[src/hw/rtl/bcp_sqrt.sv]
// Pipelined integer square root, one result bit per stage, with a payload that rides along.
// Standalone; no package needed.
module bcp_sqrt #(
	parameter int RW = 50,
	parameter int PW = 1
) (
	input  logic              clk,
	input  logic              arst_n,
	input  logic              en,
	input  logic              in_valid,
	input  logic [RW-1:0]     rad,
	input  logic [PW-1:0]     in_pay,
	output logic              out_valid,
	output logic [RW/2-1:0]   root,
	output logic [RW/2+1:0]   rem,
	output logic [PW-1:0]     out_pay
);

	localparam int SW  = RW / 2;
	localparam int RMW = SW + 2;

	logic [RW-1:0]  n_s    [SW];
	logic [SW-1:0]  root_s [SW];
	logic [RMW-1:0] rem_s  [SW];
	logic [PW-1:0]  pay_s  [SW];
	logic           v_s    [SW];

	for (genvar i = 0; i < SW; i++) begin : g_step
		logic [RW-1:0]  n_in;
		logic [SW-1:0]  root_in;
		logic [RMW-1:0] rem_in;
		logic [PW-1:0]  pay_in;
		logic           v_in;
		logic [RMW-1:0] rem_t;
		logic [RMW-1:0] trial;

		if (i == 0) begin : g_first
			assign n_in    = rad;
			assign root_in = '0;
			assign rem_in  = '0;
			assign pay_in  = in_pay;
			assign v_in    = in_valid;
		end else begin : g_next
			assign n_in    = n_s[i-1];
			assign root_in = root_s[i-1];
			assign rem_in  = rem_s[i-1];
			assign pay_in  = pay_s[i-1];
			assign v_in    = v_s[i-1];
		end

		// bring down the next two radicand bits and try root*4+1
		assign rem_t = {rem_in[RMW-3:0], n_in[RW-1:RW-2]};
		assign trial = {root_in, 2'b01};

		always_ff @(posedge clk or negedge arst_n) begin
			if (!arst_n) begin
				v_s[i] <= 1'b0;
			end else if (en) begin
				v_s[i] <= v_in;
			end
		end

		always_ff @(posedge clk) begin
			if (en) begin
				n_s[i]   <= {n_in[RW-3:0], 2'b00};
				pay_s[i] <= pay_in;
				if (rem_t >= trial) begin
					rem_s[i]  <= rem_t - trial;
					root_s[i] <= {root_in[SW-2:0], 1'b1};
				end else begin
					rem_s[i]  <= rem_t;
					root_s[i] <= {root_in[SW-2:0], 1'b0};
				end
			end
		end
	end

	assign out_valid = v_s[SW-1];
	assign root      = root_s[SW-1];
	assign rem       = rem_s[SW-1];
	assign out_pay   = pay_s[SW-1];

endmodule

[config.mk]
export PLATFORM = sky130hd
export DESIGN_NAME = bcp_sqrt
export DESIGN_NICKNAME = d
export VERILOG_FILES = /design/src/hw/rtl/bcp_sqrt.sv
export SDC_FILE = /design/constraint.sdc
export NUM_CORES = 2
export LEC_CHECK = 0
export ABC_AREA = 1
export ABC_CLOCK_PERIOD_IN_PS = 6280
export BUFFER_PORTS_ARGS = -buffer_cell sky130_fd_sc_hd__buf_2
export CAP_MARGIN = 20
export CORE_MARGIN = 8
export CORE_UTILIZATION = 30
export DETAILED_ROUTE_END_ITERATION = 10
export SKIP_CTS_REPAIR_TIMING = 1
export SYNTH_ARGS = -nofsm -noshare
export SYNTH_HDL_FRONTEND = slang
export SYNTH_SLANG_ARGS = --single-unit
[constraint.sdc]
create_clock -name clk -period 6.28 [get_ports clk]
set_input_delay 0.314 -clock clk [delete_from_list [all_inputs] [get_ports clk]]
set_output_delay 0.314 -clock clk [all_outputs]
set_load 0.01 [all_outputs]
==> results.cfg <==
[logic_synthesis]
ys.flop_type = edfxtp_1
syn_nets = 10400
synthesis.area_um2 = 86900
synth_seq_area_share = 0.541
synthCells = 9976
ys_types = 54
ys_ff_latch = 1570
ys_warn_count = 0
synth_area_per_cell_um2 = 8.71
synth-edff-count = 1544
ys_async_sr_fraction = 0.0159

[floorplan]
io_pins = 109
die-area_um2 = 307000
initial_utilization = 0.302
fp.dieW_um = 554
fp.coreArea_um2 = 288000
rows = 197
die_h_um = 554

[grt]
antenna_found_initial = 2
grtUsageTotal = 0.138
grt_overflow_total = 0
grt_max_degree = 137
first_global_vias = 62300
grt_first_pass_wirelength_um = 343000

[sta]
fin_crit_sh = 0.487
finalHoldViolations = 0
fin_tns_setup_ns = 0
tightest_slew_ns = 1.02
maxSlewViolCount = 0
fin_crit_ns = 3.06
maxSlewHeadroom = 0.317
max_freq_mhz = 327
finalClockSkew_ns = 0.105
whs_ns = 0.0704
setup_viol = 0
rsz0062_at_grt = no

[layout]
drive_gt1_frac = 0.0530
nets = 10600
final_cell_count_no_fill = 14200
fillers = 29800
area_delta_synth_final_pct = 13.1
antenna_cells = 0

[clocking]
tritoncts = built
clock_sinks = 1570
cts.clk_slew.worst_paths_ns = 0.07
clockBufferDepth = 4
cts_buffers = 182
htreeDepth = 4
clock_tree.root_cell = clkbuf_16
clk_latency_ns = 0.86

[routing]
ant_nets = 0
via_count = 64200
wl_per_cell_um = 15.5
firstDrtPassIters = 6
drc = 0
drt_wl_total_um = 219000
drt_iter0_markers = 4451
vias_per_cell = 4.54

[place]
dp.cells = 13800
hpwlAfterDp_um = 169000
gp_congestion = 0.932
port_buffers = 108

[worst_setup_path]
critPathCaptureType = flip-flop
worstPathRequired_ns = 6.85
worstPathArrival_ns = 3.62
start_kind = input port
path_class = in2reg
critPathMaxFanout = 79

[power]
power_uw = 32700
worst_ir_drop_vdd_uv = 245
cellPowerDensity_nw_per_um2 = 333
p_leak_uw = 0.0446

[run]
cap_viol_max_count = 0

[outcome]
status = finished, final reports clean

[hold_path]
hold_class = in2async
worst paths after layout:
path | start | to | slack [ns] | cells after the start
setup / recovery | en | rem_s[3][20] | 3.22 | 10
hold reg to reg | n_s[0][52] | n_s[0][102] | 0.39 | 0
hold / removal | arst_n | g_step[8].v_in | 0.07 | 2
setup reg to reg | rem_s[0][137] | rem_s[0][182] | 3.31 | 9
min in group clk | rad[15] | n_s[0][15] | 0.16 | 2
max in group asynchronous | arst_n | g_step[20].v_in | 5.82 | 2
cell families after synthesis:
group                    count (synthesis)  share of synthesized area
flip-flops                            1570                      0.541
adder cells (fa/ha/maj)                354                     0.0510
XOR/XNOR                               277                     0.0279
AND/OR/NAND/NOR                       5209                      0.253
buffers and inverters                 1901                     0.0858
AO/OA/AOI/OAI                          665                     0.0420
area by class of cell:
cell class | count | area (um^2) | area share
Sequential cell | 1570 | 47000 | 0.478
Multi-Input combinational cell | 6505 | 32500 | 0.330
Inverter | 1785 | 6710 | 0.0682
Clock buffer | 218 | 4730 | 0.0481
Tap cell | 3781 | 4730 | 0.0481
Timing Repair Buffer | 187 | 1370 | 0.0140
Clock inverter | 109 | 1290 | 0.0131
sequential cells by signal (all words and copies together) (netlist names):
| signal | cells |
|---|---|
| n_s | 600 |
| pay_s | 25 |
| g_step.v_in | 24 |
| root_s | 325 |
| out_valid | 1 |
| rem_s | 595 |
cells in the mapped netlist (3+ instances only):
cell | n | share of area
nor3b_1 | 8 | 0.00069
edfxtp_1 | 1544 | 0.53
nand2_1 | 3182 | 0.14
ha_1 | 354 | 0.051
inv_2 | 9 | 0.00039
nand4_1 | 218 | 0.016
buf_4 | 13 | 0.0011
nand3_2 | 16 | 0.0018
and2_1 | 10 | 0.00072
o21a_1 | 3 | 0.00026
nor4_1 | 18 | 0.0013
buf_6 | 29 | 0.0038
a21oi_4 | 3 | 0.00056
clkbuf_1 | 31 | 0.0013
or2_2 | 10 | 0.00072
dfrtp_1 | 25 | 0.0072
o21ai_1 | 30 | 0.0017
a31oi_1 | 3 | 0.00022
nor2_2 | 28 | 0.0020
o211ai_1 | 8 | 0.00069
a21oi_2 | 11 | 0.0011
nand3_1 | 671 | 0.039
nor3_1 | 131 | 0.0075
nand2_2 | 11 | 0.00079
nor3_2 | 5 | 0.00058
xnor2_1 | 94 | 0.0095
nand4_2 | 3 | 0.00043
and3_1 | 9 | 0.00065
nor2_1 | 806 | 0.035
inv_1 | 1774 | 0.077
nand2_4 | 11 | 0.0014
o21ai_0 | 234 | 0.013
nand3b_1 | 55 | 0.0047
buf_2 | 42 | 0.0024
a21oi_1 | 306 | 0.018
xor2_1 | 183 | 0.018
o21ai_2 | 22 | 0.0022
o21bai_1 | 39 | 0.0034
nor2_4 | 7 | 0.00091
worst max-delay path, cell delays in order:
cell and delay [ns]:
dlygate4sd3_1 0.58, buf_12 0.37, inv_2 0.46, buf_4 0.39
nor3_1 0.17, nand3_1 0.16, nor2_4 0.55, nand2_8 0.22
nand2_1 0.13, nand2_1 0.06
routing by layer:
layer,track usage,vias to the layer above,share of wire
li1,-,32900,-
met1,0.181,29500,0.46
met2,0.235,1416,0.47
met3,0.0179,378,0.044
met4,0.0437,0,0.031
met5,0,-,0
through the flow:
| stage | instance area (um^2) | utilization | setup slack (ns) |
|---|---|---|---|
| 2_1_floorplan | 86900 | - | 3.82 |
| 3_3_place_gp | 91700 | 0.318 | 3.03 |
| 3_5_place_dp | 91700 | 0.318 | 3.01 |
| 4_1_cts | 97700 | 0.339 | 2.96 |
| 5_1_grt | 98300 | 0.341 | 3.03 |
| 6_report | 98300 | 0.341 | 3.22 |
where the power goes:
group | internal (uW) | switching (uW)
registers | 13100 | 896
clock network | 6350 | 4350
logic | 2630 | 5320
total | 22100 | 10600
cells in the final DEF (no fill, tap or decap), types with 22 or more instances in the layout:
master         synthesis  layout
xor2_1               183     183
o21bai_1              39      39
bufinv_16              0      23
clkbuf_1              31      34
nand3_1              671     671
nor2_2                28      28
clkinv_1               0      24
clkbuf_16              0     184
a21oi_1              306     306
nand4_1              218     218
inv_1               1774    1774
ha_1                 354     354
nor2_1               806     806
o21ai_2               22      22
dfrtp_1               25      25
dlygate4sd3_1          0      54
buf_2                 42     107
xnor2_1               94      94
edfxtp_1            1544    1544
o21ai_0              234     234
nor3_1               131     131
clkinv_2               0      29
nand2_1             3182    3182
nand3b_1              55      55
o21ai_1               30      30
Power figures use the tool's default switching activity.
